<file path="src/sync_packet_deframer_checksum_unit_macros.svh">
// Assertion macros shared by the deframer RTL modules.
// Each macro expects the including module to have i_clk and i_rst_n in scope.
`ifndef SYNC_PACKET_DEFRAMER_CHECKSUM_UNIT_MACROS_SVH
`define SYNC_PACKET_DEFRAMER_CHECKSUM_UNIT_MACROS_SVH

// The consequent holds in the same cycle as the antecedent.
`define SPDC_ASSERT_NOW(label, ante, cons, msg) \
    label: assert property (@(posedge i_clk) disable iff (!i_rst_n) (ante) |-> (cons)) \
        else $error(msg);

// The consequent holds in the cycle after the antecedent.
`define SPDC_ASSERT_NEXT(label, ante, cons, msg) \
    label: assert property (@(posedge i_clk) disable iff (!i_rst_n) (ante) |=> (cons)) \
        else $error(msg);

`endif

</file>
<file path="src/spdc_pkg.sv">
// Package for the sync-word packet deframer: sync words, result codes,
// the result record and the sizing of the result queue. No dependencies.
`default_nettype none

package spdc_pkg;

    // Little-endian sync words: low byte received first.
    localparam logic [15:0] SYNC_WITH_SUM = 16'hc1af;
    localparam logic [15:0] SYNC_NO_SUM   = 16'hc1ae;

    // Result kinds.
    localparam logic [1:0] KIND_DATA = 2'd0;
    localparam logic [1:0] KIND_OK   = 2'd1;
    localparam logic [1:0] KIND_BAD  = 2'd2;

    // Result queue: must be a power of two and hold at least two entries.
    localparam int RES_DEPTH = 4;
    localparam int RES_PTR_W = $clog2(RES_DEPTH);
    localparam int RES_CNT_W = $clog2(RES_DEPTH + 1);

    // One result item as it leaves the block.
    typedef struct packed {
        logic [1:0] result_kind;
        logic [7:0] payload_byte;
        logic [7:0] byte_index;
        logic [7:0] packet_type;
        logic [7:0] payload_length;
        logic       had_checksum;
        logic       last;
    } t_result;

endpackage

`default_nettype wire

</file>
<file path="src/spdc_core.sv">
// Deframer state machine: sync hunt, header capture, payload sum and packet end.
// Depends on spdc_pkg and the assertion macros header.
`default_nettype none

module spdc_core
    import spdc_pkg::*;
(
    input  wire logic       i_clk,
    input  wire logic       i_rst_n,
    input  wire logic       i_fire,
    input  wire logic [7:0] i_byte,
    output logic [1:0]      o_push_n,
    output t_result         o_res0,
    output t_result         o_res1
);

    typedef enum logic [2:0] {
        ST_HUNT,
        ST_TYPE,
        ST_LEN,
        ST_SUM_LO,
        ST_SUM_HI,
        ST_DATA
    } t_state;

    t_state      r_state, n_state;
    logic [7:0]  r_prev, n_prev;
    logic        r_mode, n_mode;
    logic [7:0]  r_type, n_type;
    logic [7:0]  r_len, n_len;
    logic [7:0]  r_seen, n_seen;
    logic [15:0] r_exp, n_exp;
    logic [15:0] r_sum, n_sum;

    logic [15:0] w_word;
    logic [15:0] w_sum_add;
    logic [7:0]  w_seen_inc;
    logic [15:0] w_exp_full;

    assign w_word     = {i_byte, r_prev};
    assign w_sum_add  = r_sum + {8'h00, i_byte};
    assign w_seen_inc = r_seen + 8'd1;
    assign w_exp_full = {i_byte, r_exp[7:0]};

    // Next state and the results caused by the byte now presented.
    always_comb begin
        n_state  = r_state;
        n_prev   = r_prev;
        n_mode   = r_mode;
        n_type   = r_type;
        n_len    = r_len;
        n_seen   = r_seen;
        n_exp    = r_exp;
        n_sum    = r_sum;
        o_push_n = 2'd0;
        o_res0   = '0;
        o_res1   = '0;

        unique case (r_state)
            ST_TYPE: begin
                n_type  = i_byte;
                n_state = ST_LEN;
            end
            ST_LEN: begin
                n_len = i_byte;
                if (r_mode) begin
                    n_state = ST_SUM_LO;
                end else begin
                    n_seen = 8'd0;
                    n_sum  = 16'd0;
                    if (i_byte == 8'd0) begin
                        // An empty packet without checksum always ends well.
                        o_push_n              = 2'd1;
                        o_res0.result_kind    = KIND_OK;
                        o_res0.packet_type    = r_type;
                        o_res0.payload_length = i_byte;
                        o_res0.had_checksum   = r_mode;
                        o_res0.last           = 1'b1;
                        n_state               = ST_HUNT;
                        n_prev                = 8'd0;
                    end else begin
                        n_state = ST_DATA;
                    end
                end
            end
            ST_SUM_LO: begin
                n_exp   = {8'h00, i_byte};
                n_state = ST_SUM_HI;
            end
            ST_SUM_HI: begin
                n_exp  = w_exp_full;
                n_seen = 8'd0;
                n_sum  = 16'd0;
                if (r_len == 8'd0) begin
                    // An empty packet checks a sum of zero.
                    o_push_n              = 2'd1;
                    o_res0.result_kind    = (w_exp_full != 16'd0) ? KIND_BAD : KIND_OK;
                    o_res0.packet_type    = r_type;
                    o_res0.payload_length = r_len;
                    o_res0.had_checksum   = r_mode;
                    o_res0.last           = 1'b1;
                    n_state               = ST_HUNT;
                    n_prev                = 8'd0;
                end else begin
                    n_state = ST_DATA;
                end
            end
            ST_DATA: begin
                n_sum                 = w_sum_add;
                n_seen                = w_seen_inc;
                o_res0.result_kind    = KIND_DATA;
                o_res0.payload_byte   = i_byte;
                o_res0.byte_index     = r_seen;
                o_res0.packet_type    = r_type;
                o_res0.payload_length = r_len;
                o_res0.had_checksum   = r_mode;
                if (w_seen_inc == r_len) begin
                    // The final payload byte is followed by the packet end.
                    o_push_n              = 2'd2;
                    o_res0.last           = 1'b0;
                    o_res1.result_kind    = (r_mode && (w_sum_add != r_exp)) ?
                                            KIND_BAD : KIND_OK;
                    o_res1.packet_type    = r_type;
                    o_res1.payload_length = r_len;
                    o_res1.had_checksum   = r_mode;
                    o_res1.last           = 1'b1;
                    n_state               = ST_HUNT;
                    n_prev                = 8'd0;
                end else begin
                    o_push_n    = 2'd1;
                    o_res0.last = 1'b1;
                end
            end
            default: begin
                // Sync hunt over the last two bytes.
                n_prev = i_byte;
                if (w_word == SYNC_WITH_SUM) begin
                    n_mode  = 1'b1;
                    n_state = ST_TYPE;
                    n_prev  = 8'd0;
                end else if (w_word == SYNC_NO_SUM) begin
                    n_mode  = 1'b0;
                    n_state = ST_TYPE;
                    n_prev  = 8'd0;
                end
            end
        endcase
    end

    // Deframer state, advanced once per processed byte.
    always_ff @(posedge i_clk) begin
        if (!i_rst_n) begin
            r_state <= ST_HUNT;
            r_prev  <= 8'd0;
            r_mode  <= 1'b0;
            r_type  <= 8'd0;
            r_len   <= 8'd0;
            r_seen  <= 8'd0;
            r_exp   <= 16'd0;
            r_sum   <= 16'd0;
        end else if (i_fire) begin
            r_state <= n_state;
            r_prev  <= n_prev;
            r_mode  <= n_mode;
            r_type  <= n_type;
            r_len   <= n_len;
            r_seen  <= n_seen;
            r_exp   <= n_exp;
            r_sum   <= n_sum;
        end
    end

    `include "sync_packet_deframer_checksum_unit_macros.svh"

    `SPDC_ASSERT_NEXT(a_pair_ends_packet, i_fire && (o_push_n == 2'd2), r_state == ST_HUNT, "packet end did not return to the hunt")
    `SPDC_ASSERT_NOW(a_pair_last_on_end, o_push_n == 2'd2, o_res1.last && !o_res0.last, "last flag misplaced on a result pair")
    `SPDC_ASSERT_NOW(a_single_is_last, o_push_n == 2'd1, o_res0.last, "single result lacks the last flag")
    `SPDC_ASSERT_NOW(a_prev_clear_off_hunt, r_state != ST_HUNT, r_prev == 8'd0, "previous byte not cleared outside the hunt")

endmodule

`default_nettype wire

</file>
<file path="src/spdc_res_fifo.sv">
// Small result queue: takes up to two results per cycle, releases one per transaction.
// Depends on spdc_pkg and the assertion macros header.
`default_nettype none

module spdc_res_fifo
    import spdc_pkg::*;
(
    input  wire logic       i_clk,
    input  wire logic       i_rst_n,
    input  wire logic [1:0] i_push_n,
    input  wire t_result    i_res0,
    input  wire t_result    i_res1,
    output logic            o_room,
    output logic            o_valid,
    input  wire logic       i_ready,
    output t_result         o_res
);

    t_result               r_mem [RES_DEPTH];
    logic [RES_PTR_W-1:0]  r_wr_ptr, n_wr_ptr;
    logic [RES_PTR_W-1:0]  r_rd_ptr, n_rd_ptr;
    logic [RES_CNT_W-1:0]  r_count, n_count;
    logic                  w_pop;
    logic [RES_PTR_W-1:0]  w_wr_ptr1;

    assign o_valid   = (r_count != '0);
    assign o_res     = r_mem[r_rd_ptr];
    assign w_pop     = o_valid && i_ready;
    // Room for a worst-case pair of results.
    assign o_room    = (r_count <= RES_CNT_W'(RES_DEPTH - 2));
    assign w_wr_ptr1 = r_wr_ptr + 1'b1;

    // Pointer and fill bookkeeping.
    always_comb begin
        n_wr_ptr = r_wr_ptr + RES_PTR_W'(i_push_n);
        n_rd_ptr = r_rd_ptr + RES_PTR_W'(w_pop);
        n_count  = r_count + RES_CNT_W'(i_push_n) - RES_CNT_W'(w_pop);
    end

    always_ff @(posedge i_clk) begin
        if (!i_rst_n) begin
            r_wr_ptr <= '0;
            r_rd_ptr <= '0;
            r_count  <= '0;
        end else begin
            r_wr_ptr <= n_wr_ptr;
            r_rd_ptr <= n_rd_ptr;
            r_count  <= n_count;
        end
    end

    // Result storage; the first result of a pair goes in first.
    always_ff @(posedge i_clk) begin
        if (i_push_n != 2'd0) begin
            r_mem[r_wr_ptr] <= i_res0;
        end
        if (i_push_n == 2'd2) begin
            r_mem[w_wr_ptr1] <= i_res1;
        end
    end

    `include "sync_packet_deframer_checksum_unit_macros.svh"

    `SPDC_ASSERT_NOW(a_no_overflow, 1'b1, r_count <= RES_CNT_W'(RES_DEPTH), "result queue count beyond depth")
    `SPDC_ASSERT_NOW(a_push_has_room, i_push_n != 2'd0, o_room, "results pushed without room")
    `SPDC_ASSERT_NEXT(a_pop_only_drains, w_pop && (i_push_n == 2'd0), r_count == $past(r_count) - 1'b1, "pop did not reduce the count")

endmodule

`default_nettype wire

</file>
<file path="src/sync_packet_deframer_checksum_unit.sv">
// Top level of the sync-word packet deframer with byte-sum checksum.
// Depends on spdc_pkg, spdc_core and spdc_res_fifo.
`default_nettype none

// Accepts one received byte per transaction and one byte per clock cycle when the output
// side keeps up. Each byte is held in an input register, run through the deframer state
// machine once the queue has room, and its zero, one or two results are then registered
// into a four-entry result queue, which offers them on the output port. The single
// result port releases one result per cycle while the receiver is ready; the final payload
// byte of a packet yields two results, which leave one after the other and which the queue
// absorbs. A byte enters the state machine only while the queue has room for two more
// results, so input ready drops while a byte is held and the queue is more than half full.
// No clearing pass follows reset: the block takes bytes as soon as reset is released.
module sync_packet_deframer_checksum_unit
    import spdc_pkg::*;
(
    input  wire logic       i_clk,
    input  wire logic       i_rst_n,
    input  wire logic       i_in_valid,
    output logic            o_in_ready,
    input  wire logic [7:0] i_rx_byte,
    output logic            o_out_valid,
    input  wire logic       i_out_ready,
    output logic [1:0]      o_result_kind,
    output logic [7:0]      o_payload_byte,
    output logic [7:0]      o_byte_index,
    output logic [7:0]      o_packet_type,
    output logic [7:0]      o_payload_length,
    output logic            o_had_checksum,
    output logic            o_last
);

    logic       r_in_vld;
    logic [7:0] r_in_byte;
    logic       w_room;
    logic       w_fire;
    logic       w_accept;
    logic [1:0] w_push_n;
    t_result    w_res0;
    t_result    w_res1;
    t_result    w_out;

    // The held byte moves on when the queue can take its results.
    assign w_fire     = r_in_vld && w_room;
    assign o_in_ready = !r_in_vld || w_fire;
    assign w_accept   = i_in_valid && o_in_ready;

    // Input register.
    always_ff @(posedge i_clk) begin
        if (!i_rst_n) begin
            r_in_vld <= 1'b0;
        end else if (w_accept) begin
            r_in_vld <= 1'b1;
        end else if (w_fire) begin
            r_in_vld <= 1'b0;
        end
    end

    always_ff @(posedge i_clk) begin
        if (w_accept) begin
            r_in_byte <= i_rx_byte;
        end
    end

    spdc_core u_core (
        .i_clk    (i_clk),
        .i_rst_n  (i_rst_n),
        .i_fire   (w_fire),
        .i_byte   (r_in_byte),
        .o_push_n (w_push_n),
        .o_res0   (w_res0),
        .o_res1   (w_res1)
    );

    spdc_res_fifo u_fifo (
        .i_clk    (i_clk),
        .i_rst_n  (i_rst_n),
        .i_push_n (w_fire ? w_push_n : 2'd0),
        .i_res0   (w_res0),
        .i_res1   (w_res1),
        .o_room   (w_room),
        .o_valid  (o_out_valid),
        .i_ready  (i_out_ready),
        .o_res    (w_out)
    );

    // Result fields onto their own ports.
    assign o_result_kind    = w_out.result_kind;
    assign o_payload_byte   = w_out.payload_byte;
    assign o_byte_index     = w_out.byte_index;
    assign o_packet_type    = w_out.packet_type;
    assign o_payload_length = w_out.payload_length;
    assign o_had_checksum   = w_out.had_checksum;
    assign o_last           = w_out.last;

endmodule

`default_nettype wire
</file>
<file path="config.mk">
export PLATFORM = sky130hd
export DESIGN_NAME = sync_packet_deframer_checksum_unit
export DESIGN_NICKNAME = d
export VERILOG_FILES = /design/src/spdc_pkg.sv /design/src/spdc_core.sv /design/src/spdc_res_fifo.sv /design/src/sync_packet_deframer_checksum_unit.sv
export VERILOG_INCLUDE_DIRS = /design/src /design/src/src
export SDC_FILE = /design/constraint.sdc
export NUM_CORES = 1
export LEC_CHECK = 0
export BUFFER_PORTS_ARGS = -buffer_cell sky130_fd_sc_hd__buf_4
export CAP_MARGIN = 20
export CORE_MARGIN = 5
export CORE_UTILIZATION = 40
export DETAILED_ROUTE_END_ITERATION = 8
export PLACE_DENSITY = 0.66
export REMOVE_ABC_BUFFERS = 1
export SYNTH_ARGS = -nofsm -noshare
export SYNTH_HDL_FRONTEND = slang
export SYNTH_HIERARCHICAL = 1
export SYNTH_SLANG_ARGS = --single-unit
</file>
<file path="constraint.sdc">
create_clock -name i_clk -period 14.85 [get_ports i_clk]
set_clock_uncertainty 0.05 [all_clocks]
set_input_delay 2.97 -clock i_clk [delete_from_list [all_inputs] [get_ports i_clk]]
set_output_delay 2.97 -clock i_clk [all_outputs]
set_load 0.05 [all_outputs]
</file>
==> results of run 1 <==
routing by layer:
| layer | wire, um | global-route usage (%) | share of wire (%) |
|---|---|---|---|
| met1 | 12400 | 22.5 | 45 |
| met2 | 13000 | 27.1 | 47 |
| met3 | 1350 | 2.55 | 5.0 |
| met4 | 639 | 3.49 | 2.3 |
| met5 | 0 | 0 | 0 |
final cells by class:
type                       instances  share of cell area [%]
sequential                       228                    44.7
clock buffer                      31                    4.98
clock inverter                    14                    1.10
tap                              396                    3.64
timing repair buffer              62                    3.41
multi-input combinational        687                    41.9
inverter                          10                   0.275
per-stage QoR:
stage	instance area [um2]	setup WS (ns)	total power, mW	utilization (%)	hold WS (ns)
CTS	13600	9.44	1.62	44.9	0.404
floorplan	11800	9.37	0.925	-	0.383
global placement	12800	9.84	0.998	42.2	0.392
detailed placement	12800	9.78	1.00	42.2	0.393
global route	13600	9.33	1.67	44.9	0.420
finish	13600	9.49	1.60	44.9	0.407
power breakdown:
part	switching (mW)	internal, mW	leakage, nW	total [mW]
combinational	0.176	0.112	2.50	0.288
clock	0.243	0.375	0.406	0.619
sequential	0.0196	0.679	1.89	0.698
total	0.439	1.17	4.80	1.60
tightest hold or removal path: cells and delay by family (launching register included):
family	cells	cell delay, ns
AO/OA/AOI/OAI	1	0.04
flip-flops	1	0.32
AND/OR/NAND/NOR	1	0.06
logic make-up (layout without fill, tap and decap cells):
group           Yosys count  after routing  synth area share [%]
other cells               1             16                0.0307
fa+ha+maj                14             14                  1.56
xor+xnor                 36             36                  2.81
simple gates            305            305                  13.2
buf+inv                  91            117                  4.16
mux                     186            186                  21.3
compound gates          130            130                  7.08
flops                   228            228                  49.8
flip-flops by register name, summed over array words and instances (netlist names), 3 cells and up:
| name | cells |
|---|---|
| r_in_byte | 8 |
| u_core/r_exp | 16 |
| u_core/r_len | 8 |
| u_core/r_prev | 8 |
| u_core/r_seen | 8 |
| u_core/r_state | 3 |
| u_core/r_sum | 16 |
| u_core/r_type | 8 |
| u_fifo/r_count | 3 |
| u_fifo/r_mem | 144 |
cells in the final DEF, fill, tap and decap left out, drive strengths merged, types with 11 or more instances in the layout:
cell type / Yosys / layout
xor2: 15 / 15
nor3: 14 / 14
conb: 1 / 16
clkbuf: 35 / 31
xnor2: 19 / 19
nor2: 38 / 38
inv: 10 / 11
o21ai: 30 / 30
nand3: 19 / 19
dfxtp: 76 / 76
a22oi: 15 / 15
ha: 12 / 12
nor2b: 25 / 25
edfxtp: 152 / 152
and2: 29 / 29
buf: 46 / 62
mux4: 36 / 36
a21boi: 14 / 14
and3: 32 / 32
mux2: 144 / 144
a21oi: 40 / 40
nand2: 101 / 101
how the worst min path moves through the flow:
stage / slack, ns / cells past startpoint / endpoint / startpoint
2_1_floorplan: 0.38 / 2 / u_core/r_prev[5]$_SDFFE_PN0P_ / u_core/r_prev[5]$_SDFFE_PN0P_
3_3_place_gp: 0.39 / 2 / u_core/r_prev[5]$_SDFFE_PN0P_ / u_core/r_prev[5]$_SDFFE_PN0P_
3_5_place_dp: 0.39 / 2 / u_core/r_prev[5]$_SDFFE_PN0P_ / u_core/r_prev[5]$_SDFFE_PN0P_
4_1_cts: 0.40 / 2 / u_core/r_prev[5]$_SDFFE_PN0P_ / u_core/r_prev[5]$_SDFFE_PN0P_
5_1_grt: 0.42 / 2 / u_core/r_prev[6]$_SDFFE_PN0P_ / u_core/r_prev[6]$_SDFFE_PN0P_
6_report: 0.41 / 2 / u_core/r_prev[5]$_SDFFE_PN0P_ / u_core/r_prev[5]$_SDFFE_PN0P_
==> run metrics, run 1 <==
number of buffer and inverter stages on the critical path 2; total vias in the final route 7714; area of the core 30300 um2; Worst-Skew Late Latency 0.51 ns; Pwr per Cell Area 118 nW/um2; full die area 34100 um2; Arrival @ worst endpoint 2.34 ns; share of the synthesized area in the top cell type 37.4%; kind of path behind the tightest hold check reg -> reg; average instance area after synthesis 12.3 um2; area growth from synthesis to final layout 11.6%; Initial DRC Count 508; final period utilization 36.1%; Clk pin slew, worst setup/hold paths 0.06 ns; DIE WIDTH 185 um; PortBufs 49; Distinct cells, synth 79; chip height 185 um; hold violation total from the final report 0; gate family responsible for the most delay along the worst path buffers and inverters; Top cell by count, worst path sky130_fd_sc_hd__buf_4; router iterations before antenna repair 5; end point of the critical path o_result_kind[1]; Seq. cell area 6090 um2; count of yosys warnings during synthesis 6; origin of the worst setup path u_fifo/r_rd_ptr[0]$_SDFF_PN0_; Cell Count, Final, Fillers Out 1428; Post-CTS Setup Repair Bufs 0; antenna-violating nets left 0; data required time at the worst endpoint 11.83 ns; Total Wirelength 27.4 mm; Peak supply drop 0.0761 mV; maximum buffer depth of the clock tree 3; H-tree Lvls 1; highest clock frequency the design can meet 187 MHz; flop-to-flop setup slack 10.48 ns; number of enable-type register cells in the synthesized netlist 152; Tot GR Track Use 16.2%; count leader, synth sky130_fd_sc_hd__edfxtp_1; Crit Path Class reg -> out; depth of the worst register-to-register path 13; global-route wire length before repair 44.2 mm; total I/O pin count 50; Crit-path slowest cell sky130_fd_sc_hd__buf_4; combined area of all synthesized cells 12200 um2; ranking of synthesized cells by instance count sky130_fd_sc_hd__edfxtp_1 (152), sky130_fd_sc_hd__mux2_2 (114), sky130_fd_sc_hd__nand2_1 (101); number of global-route vias before repair 7869; maximum fanout along the worst path 35; final HPWL from detailed placement 17.0 mm; CP Depth 3; kind of capture point of the worst setup path output pin; standby leakage power 4.80 nW; startpoint type of the worst setup path flip-flop; biggest cell delay along the critical path 0.61 ns; gpl congestion 0.814; Slew Limit Fails 0; clock tree from TritonCTS yes; Via density 5.40; post-cts gate resize count 0; number of clock sinks 228; Remaining DRCs 0; result of the run finished, final reports clean; clock tree root driver cell sky130_fd_sc_hd__clkbuf_16; leading area contributor after synthesis sky130_fd_sc_hd__edfxtp_1; per-cell routed wire length 19.2 um; final critical path time including I/O delays and setup 5.36 ns; filler cell count 2704; share of the yosys chip area belonging to registers 49.8%; reg2reg end u_fifo/r_mem[0][34]$_DFFE_PP_; effective utilization at floorplan 40.2%; worst slew margin relative to its limit 25.4%; Synth Instances 991; predominant post-synthesis flop cell sky130_fd_sc_hd__edfxtp_1; standard-cell row count 64; TritonCTS buffer count 25; Diodes inserted 0; Slew @ Worst Pin 1.11 ns; flip-flop and latch count after synthesis 228; unrepaired setup endpoints after global routing no; largest net degree at the start of global routing 45; footprint of the multi-input gates 5720 um2; setup-violating endpoint count in the final report 0; crit path cell chain buf_4, mux4_2, buf_4; Net count, final 1040; launch instance of the worst register-to-register path r_in_byte[0]$_DFFE_PP_; gr ovfl total 0; count of hold buffers inserted by post-cts repair 0; max capacitance violation total 0; placed cells 1383; top cells by area in the synthesized netlist sky130_fd_sc_hd__edfxtp_1 (37%), sky130_fd_sc_hd__dfxtp_1 (12%), sky130_fd_sc_hd__mux2_2 (11%); setup total negative slack 0 ns; fraction of final layout cells sized beyond drive strength 1 30.4%; async set-reset flop share out of synthesis 0%; antenna violations before repair 0
Note: power is estimated with default switching activity, not from simulation.
==> run 2, diff against run 1 <==
==> constraint.sdc (replaced) <==
create_clock -name i_clk -period 5 [get_ports i_clk]
set_clock_uncertainty 0.05 [all_clocks]
set_input_delay 1 -clock i_clk [delete_from_list [all_inputs] [get_ports i_clk]]
set_output_delay 1 -clock i_clk [all_outputs]
set_load 0.05 [all_outputs]
==> run 2 against run 1 <==
Compared with the run above: hold slack worse by 0.0010 ns; final cell count is 0.84% higher; flip-flop and latch count stayed put; die area stayed put; first-iteration DRC count is 7.1% higher; utilization is 0.20 points higher; clock-buffer cell count is 1 higher; critical path depth is 9 higher.
==> run metrics, run 2 (same netlist as run 1, synthesis figures left out) <==
number of global-route vias before repair 7956 (+1.1%); fraction of final layout cells sized beyond drive strength 1 30.9% (+0.51 points); total I/O pin count 50 (unchanged); final period utilization 81.7%; largest registers in the final layout u_fifo/r_mem: 144 flops, u_core/r_exp: 16 flops, u_core/r_sum: 16 flops; leading cell types in the layout, fill and taps excluded sky130_fd_sc_hd__edfxtp_1 (152), sky130_fd_sc_hd__mux2_2 (114), sky130_fd_sc_hd__nand2_1 (101); effective utilization at floorplan 40.2% (unchanged); maximum fanout along the worst path 11 (-69%); final HPWL from detailed placement 17.3 mm (+1.8%); Most flops, register u_fifo/r_mem; final critical path time including I/O delays and setup 4.08 ns; DIE WIDTH 185 um (unchanged); global-route wire length before repair 44.2 mm (+0.17%); max capacitance violation total 0 (unchanged); hold violation total from the final report 0 (unchanged); largest net degree at the start of global routing 45 (unchanged); worst setup timing slack at the placement stage 0.910 ns (-8.87 ns); TritonCTS buffer count 25 (unchanged); kind of path behind the tightest hold check reg -> reg; Worst-Skew Late Latency 0.54 ns (+0.03 ns); area growth from synthesis to final layout 12.1%; Remaining DRCs 0 (unchanged); full die area 34100 um2 (unchanged); Diodes inserted 0 (unchanged); data required time at the worst endpoint 5.36 ns (-6.47 ns); Crit Path Class reg -> reg; count of hold buffers inserted by post-cts repair 0 (unchanged); clock tree root driver cell sky130_fd_sc_hd__clkbuf_16; Crit-path slowest cell sky130_fd_sc_hd__edfxtp_1; Clk pin slew, worst setup/hold paths 0.06 ns (about the same); gpl congestion 0.844 (+3.6%); per-cell routed wire length 19.0 um (-0.62%); standard-cell row count 64 (unchanged); number of clock sinks 228 (unchanged); unrepaired setup endpoints after global routing no; Peak supply drop 0.239 mV (+210%); Pwr per Cell Area 347 nW/um2 (+190%); Initial DRC Count 544 (+7.1%); highest clock frequency the design can meet 245 MHz; Tot GR Track Use 16.2% (-0.027 points); final hold slack 0.406 ns (-0.00103 ns); maximum buffer depth of the clock tree 3 (unchanged); crit path cell chain inv_1, fa_1, nand2b_1, a211oi_1, o21ai_0, buf_4, or3_1, xor2_1, o22ai_1, or4_1, a21boi_0, mux2_2; placed cells 1394 (+0.80%); startpoint type of the worst setup path flip-flop; area of the core 30300 um2 (unchanged); biggest cell delay along the critical path 0.60 ns (about the same); Total Wirelength 27.4 mm (+0.22%); gr ovfl total 0 (unchanged); gate family responsible for the most delay along the worst path simple AND/OR/NAND/NOR gates; commonest non-fill, non-tap cell in the layout sky130_fd_sc_hd__edfxtp_1; number of flip-flops under the largest register name 144 (unchanged); total vias in the final route 7862 (+1.9%); Cell Count, Final, Fillers Out 1440 (+0.84%); worst slew margin relative to its limit 36.2% (+11 points); antenna-violating nets left 0 (unchanged); Worst Setup Slack, final 0.917 ns (-8.58 ns); H-tree Lvls 1 (unchanged); router iterations before antenna repair 5 (unchanged); total power after layout 4.74 mW (+200%); Post-CTS Setup Repair Bufs 0 (unchanged); result of the run finished, final reports clean; Via density 5.46 (+1.1%); Slew @ Worst Pin 0.954 ns (-0.158 ns); PortBufs 49 (unchanged); setup total negative slack 0 ns (unchanged); Slew Limit Fails 0 (unchanged); Net count, final 1051 (+1.1%); post-cts gate resize count 0 (unchanged); chip height 185 um (unchanged); setup-violating endpoint count in the final report 0 (unchanged); Arrival @ worst endpoint 4.45 ns (+2.11 ns); standby leakage power 4.87 nW (+1.5%); kind of capture point of the worst setup path flip-flop; number of buffer and inverter stages on the critical path 2 (unchanged); clock tree from TritonCTS yes; antenna violations before repair 0 (unchanged)
==> run 2: worst reg2reg max path, stage by stage (launching register included) <==
cell and delay [ns]:
sky130_fd_sc_hd__edfxtp_1 0.60, sky130_fd_sc_hd__inv_1 0.21, sky130_fd_sc_hd__fa_1 0.48, sky130_fd_sc_hd__nand2b_1 0.18, sky130_fd_sc_hd__a211oi_1 0.26, sky130_fd_sc_hd__o21ai_0 0.13, sky130_fd_sc_hd__buf_4 0.18, sky130_fd_sc_hd__or3_1 0.43
sky130_fd_sc_hd__xor2_1 0.15, sky130_fd_sc_hd__o22ai_1 0.09, sky130_fd_sc_hd__or4_1 0.57, sky130_fd_sc_hd__a21boi_0 0.41, sky130_fd_sc_hd__mux2_2 0.24
==> run 2: final timing paths <==
path,from,to,slack (ns),cells past startpoint
worst max-delay path,r_in_byte[1]$_DFFE_PP_,u_fifo/r_mem[0][34]$_DFFE_PP_,0.92,12
worst min-delay path,u_core/r_prev[5]$_SDFFE_PN0P_,u_core/r_prev[5]$_SDFFE_PN0P_,0.41,2
worst max register to register,r_in_byte[1]$_DFFE_PP_,u_fifo/r_mem[0][34]$_DFFE_PP_,0.92,12
worst min register to register,u_core/r_prev[5]$_SDFFE_PN0P_,u_core/r_prev[5]$_SDFFE_PN0P_,0.41,2
==> run 2: metrics by stage <==
stage | utilization, % | instance area, um2
3_5_place_dp | 42.5 | 12900
4_1_cts | 45.1 | 13700
3_3_place_gp | 42.5 | 12900
2_1_floorplan | - | 11800
6_report | 45.1 | 13700
5_1_grt | 45.1 | 13700
==> run 2: power breakdown <==
part | switching (mW) | internal [mW]
Sequential | 0.0362 | 2.01
Clock | 0.760 | 1.03
Combinational | 0.561 | 0.339
Total | 1.36 | 3.39
==> run 2: area by class of cell <==
cell class / instances / area, um2
clock buffer: 32 / 652
clock inverter: 14 / 138
fill: 2778 / 16700
inverter: 10 / 37.5
multi-input combinational: 687 / 5720
sequential: 228 / 6090
tap: 396 / 495
timing repair buffer: 73 / 564
==> run 2: metal layers <==
metal  vias to the layer above  part of all wire (%)  track usage, %
li1                       3722                     -               -
met1                      3914                    46            23.1
met2                       175                    46            25.9
met3                        51                   4.6            2.19
met4                         0                   2.6            4.64
met5                         -                     0               0
==> run 3, diff against run 2 <==
--- a/config.mk
+++ b/config.mk
@@ -6,6 +6,7 @@
 export SDC_FILE = /design/constraint.sdc
 export NUM_CORES = 1
 export LEC_CHECK = 0
+export ABC_AREA = 1
 export BUFFER_PORTS_ARGS = -buffer_cell sky130_fd_sc_hd__buf_4
 export CAP_MARGIN = 20
 export CORE_MARGIN = 5
==> constraint.sdc (replaced) <==
create_clock -name i_clk -period 4 [get_ports i_clk]
set_clock_uncertainty 0.05 [all_clocks]
set_input_delay 0.8 -clock i_clk [delete_from_list [all_inputs] [get_ports i_clk]]
set_output_delay 0.8 -clock i_clk [all_outputs]
set_load 0.05 [all_outputs]
==> run 3 against run 2 <==
Compared with the run above: flip-flop and latch count is the same; register-to-register slack worse by 0.48 ns; first-iteration DRC count rose by 28%; combinational power increased by 26%; largest cell class unchanged.
==> run metrics, run 3 <==
result of the run finished, final reports clean; TritonCTS buffer count 26 (+4.0%); leading cell types in the layout, fill and taps excluded sky130_fd_sc_hd__nand2_1 (323), sky130_fd_sc_hd__nor2_1 (180), sky130_fd_sc_hd__inv_1 (169); Top cell by count, worst path sky130_fd_sc_hd__nand2_1; standard-cell row count 65 (+1.6%); H-tree Lvls 1 (unchanged); biggest cell delay along the critical path 0.44 ns (-0.16 ns); clock tree root driver cell sky130_fd_sc_hd__clkbuf_16; antenna violations before repair 0 (unchanged); antenna-violating nets left 0 (unchanged); count of hold buffers inserted by post-cts repair 0 (unchanged); maximum buffer depth of the clock tree 3 (unchanged); full die area 35900 um2 (+5.1%); gate family responsible for the most delay along the worst path simple AND/OR/NAND/NOR gates; global-route wire length before repair 51.8 mm (+17%); data required time at the worst endpoint 4.14 ns (-1.22 ns); kind of path behind the tightest hold check in -> reg; total I/O pin count 50 (unchanged); Worst-Skew Late Latency 0.54 ns (about the same); Tot GR Track Use 17.6% (+1.4 points); commonest non-fill, non-tap cell in the layout sky130_fd_sc_hd__nand2_1; Slew Limit Fails 0 (unchanged); async set-reset flop share out of synthesis 0% (unchanged); setup-violating endpoint count in the final report 0 (unchanged); average instance area after synthesis 8.40 um2 (-32%); reg2reg end u_fifo/r_mem[2][2]$_DFFE_PP_; fraction of final layout cells sized beyond drive strength 1 18.4% (-13 points); Crit Path Class reg -> reg; per-cell routed wire length 16.1 um (-15%); Remaining DRCs 0 (unchanged); number of clock sinks 228 (unchanged); predominant post-synthesis flop cell sky130_fd_sc_hd__edfxtp_1; router iterations before antenna repair 5 (unchanged); gpl congestion 0.847 (+0.30%); final cell utilization of the core 45.0% (-0.12 points); Via density 5.19 (-5.0%); area of the core 31600 um2 (+4.2%); Total Wirelength 31.8 mm (+16%); crit path cell chain ha_1, nand2_1, nor2_1, nand2_1, xor2_1, nand2_1, nand2_1, nor2_2, nand3_2, nand2_2, nand3_1, inv_1, nor2_1, nor2_1, o31ai_4, buf_4; final period utilization 89.1% (+7.5 points); placed cells 1932 (+39%); Synth Instances 1533 (+55%); Worst Setup Slack, final 0.434 ns (-0.483 ns); count leader, synth sky130_fd_sc_hd__nand2_1; flip-flop and latch count after synthesis 228 (unchanged); depth of the worst register-to-register path 16 (+4); met2 Track Usage GR 29.7% (+3.8 points); largest net degree at the start of global routing 76 (+69%); startpoint type of the worst setup path flip-flop; combined area of all synthesized cells 12900 um2 (+5.4%); endpoint of the worst hold-timing path r_in_byte[4]$_DFFE_PP_; fraction of met1 tracks used by global routing 23.8% (+0.67 points); Most flops, register u_fifo/r_mem; ranking of synthesized cells by instance count sky130_fd_sc_hd__nand2_1 (323), sky130_fd_sc_hd__nor2_1 (180), sky130_fd_sc_hd__inv_1 (169); worst hold path startpoint i_rx_byte[4]; final critical path time including I/O delays and setup 3.57 ns (-0.517 ns); filler cell count 2990 (+7.6%); Distinct cells, synth 42 (-47%); final hold slack 0.399 ns (-0.00706 ns); Slew @ Worst Pin 0.982 ns (+0.0278 ns); global routing usage on met3 2.19% (+0.0033 points); number of global-route vias before repair 9898 (+24%); flop-to-flop setup slack 0.43 ns (-0.48 ns); share of the synthesized area in the top cell type 35.5% (-1.9 points); worst hold path stage count 1 (-1); Clk pin slew, worst setup/hold paths 0.06 ns (about the same); highest clock frequency the design can meet 280 MHz (+15%); standby leakage power 5.10 nW (+4.6%); largest registers in the final layout u_fifo/r_mem: 144 flops, u_core/r_exp: 16 flops, u_core/r_sum: 16 flops; number of buffer and inverter stages on the critical path 2 (unchanged); Net count, final 1584 (+51%); maximum fanout along the worst path 19 (+8); worst slew margin relative to its limit 34.3% (-1.9 points); Arrival @ worst endpoint 3.71 ns (-0.74 ns); PortBufs 49 (unchanged); gr ovfl total 0 (unchanged); effective utilization at floorplan 40.7% (+0.45 points); area growth from synthesis to final layout 10.6%; clock tree from TritonCTS yes; Cell Count, Final, Fillers Out 1978 (+37%); count of yosys warnings during synthesis 6 (unchanged); leading area contributor after synthesis sky130_fd_sc_hd__edfxtp_1; chip height 189 um (+2.5%); share of the yosys chip area belonging to registers 47.3% (-2.6 points); setup total negative slack 0 ns (unchanged); Post-CTS Setup Repair Bufs 0 (unchanged); Diodes inserted 0 (unchanged); final HPWL from detailed placement 20.9 mm (+21%); Initial DRC Count 697 (+28%); unrepaired setup endpoints after global routing no; number of enable-type register cells in the synthesized netlist 152 (unchanged); max capacitance violation total 0 (unchanged); total vias in the final route 10300 (+31%); Pwr per Cell Area 416 nW/um2 (+20%); hold violation total from the final report 0 (unchanged); Peak supply drop 0.346 mV (+45%); kind of capture point of the worst setup path flip-flop; top cells by area in the synthesized netlist sky130_fd_sc_hd__edfxtp_1 (35%), sky130_fd_sc_hd__dfxtp_1 (12%), sky130_fd_sc_hd__nand2_1 (9.4%); worst setup timing slack at the placement stage 0.443 ns (-0.467 ns); post-cts gate resize count 0 (unchanged); busiest layer in global routing met2; DIE WIDTH 189 um (+2.5%); number of flip-flops under the largest register name 144 (unchanged); Crit-path slowest cell sky130_fd_sc_hd__nor2_1; launch instance of the worst register-to-register path u_core/r_seen[1]$_SDFFE_PN0P_
-- run 3: changes by cell type in the layout (fill, tap and decap cells not counted), moves of 114 or more --
cell,previous run,this run
sky130_fd_sc_hd__inv_1,9,169
sky130_fd_sc_hd__mux2_2,114,0
sky130_fd_sc_hd__nand2_1,101,323
sky130_fd_sc_hd__nor2_1,37,180
sky130_fd_sc_hd__o21ai_2,8,123
-- run 3: layout make-up --
class / instances / area (um2) / share of cell area, %
Clock buffer: 38 / 716 / 5.03
Tap cell: 402 / 503 / 3.53
Sequential cell: 228 / 6090 / 42.8
Timing Repair Buffer: 69 / 581 / 4.08
Clock inverter: 8 / 80.1 / 0.563
Inverter: 180 / 681 / 4.78
Multi-Input combinational cell: 1053 / 5590 / 39.2
-- run 3: metal layers --
| metal | wire, um | vias to the layer above |
|---|---|---|
| met3 | 1450 | 50 |
| met2 | 15200 | 243 |
| met1 | 14400 | 4799 |
| li1 | - | 5169 |
| met5 | 0 | - |
| met4 | 802 | 0 |
-- run 3: power breakdown --
group          switching (mW)  leakage, nW  internal (mW)  total [mW]
registers              0.0288         1.98           2.52        2.55
logic                   0.847         2.74          0.286        1.13
clock network           0.932        0.383           1.30        2.23
-- run 3: logic make-up after synthesis --
| group | synth area share, % |
|---|---|
| AOI/OAI and AO/OA | 18.3 |
| xor gates and xnor gates | 0.787 |
| other | 0.0291 |
| buffers and inverters | 10.2 |
| adders and majority gates | 1.48 |
| DFF | 47.3 |
| and+or+nand+nor | 21.9 |
-- run 3: worst max path at each step --
stage / from / to / depth (start not counted)
after global placement: u_core/r_seen[1]$_SDFFE_PN0P_ / u_fifo/r_mem[3][23]$_DFFE_PP_ / 16
after detailed placement: u_core/r_seen[0]$_SDFFE_PN0P_ / u_fifo/r_mem[3][23]$_DFFE_PP_ / 16
after CTS: u_core/r_seen[1]$_SDFFE_PN0P_ / u_fifo/r_mem[3][10]$_DFFE_PP_ / 16
final: u_core/r_seen[1]$_SDFFE_PN0P_ / u_fifo/r_mem[2][2]$_DFFE_PP_ / 16
after floorplan: u_core/r_seen[0]$_SDFFE_PN0P_ / u_fifo/r_mem[0][0]$_DFFE_PP_ / 15
after global routing: u_core/r_seen[0]$_SDFFE_PN0P_ / u_fifo/r_mem[2][2]$_DFFE_PP_ / 16
-- run 3: stage by stage --
stage          area [um2]  power (mW)
3_3_place_gp        13400        3.73
4_1_cts             14200        5.98
5_1_grt             14200        6.16
3_5_place_dp        13400        3.74
2_1_floorplan       12300        3.36
6_report            14200        5.92
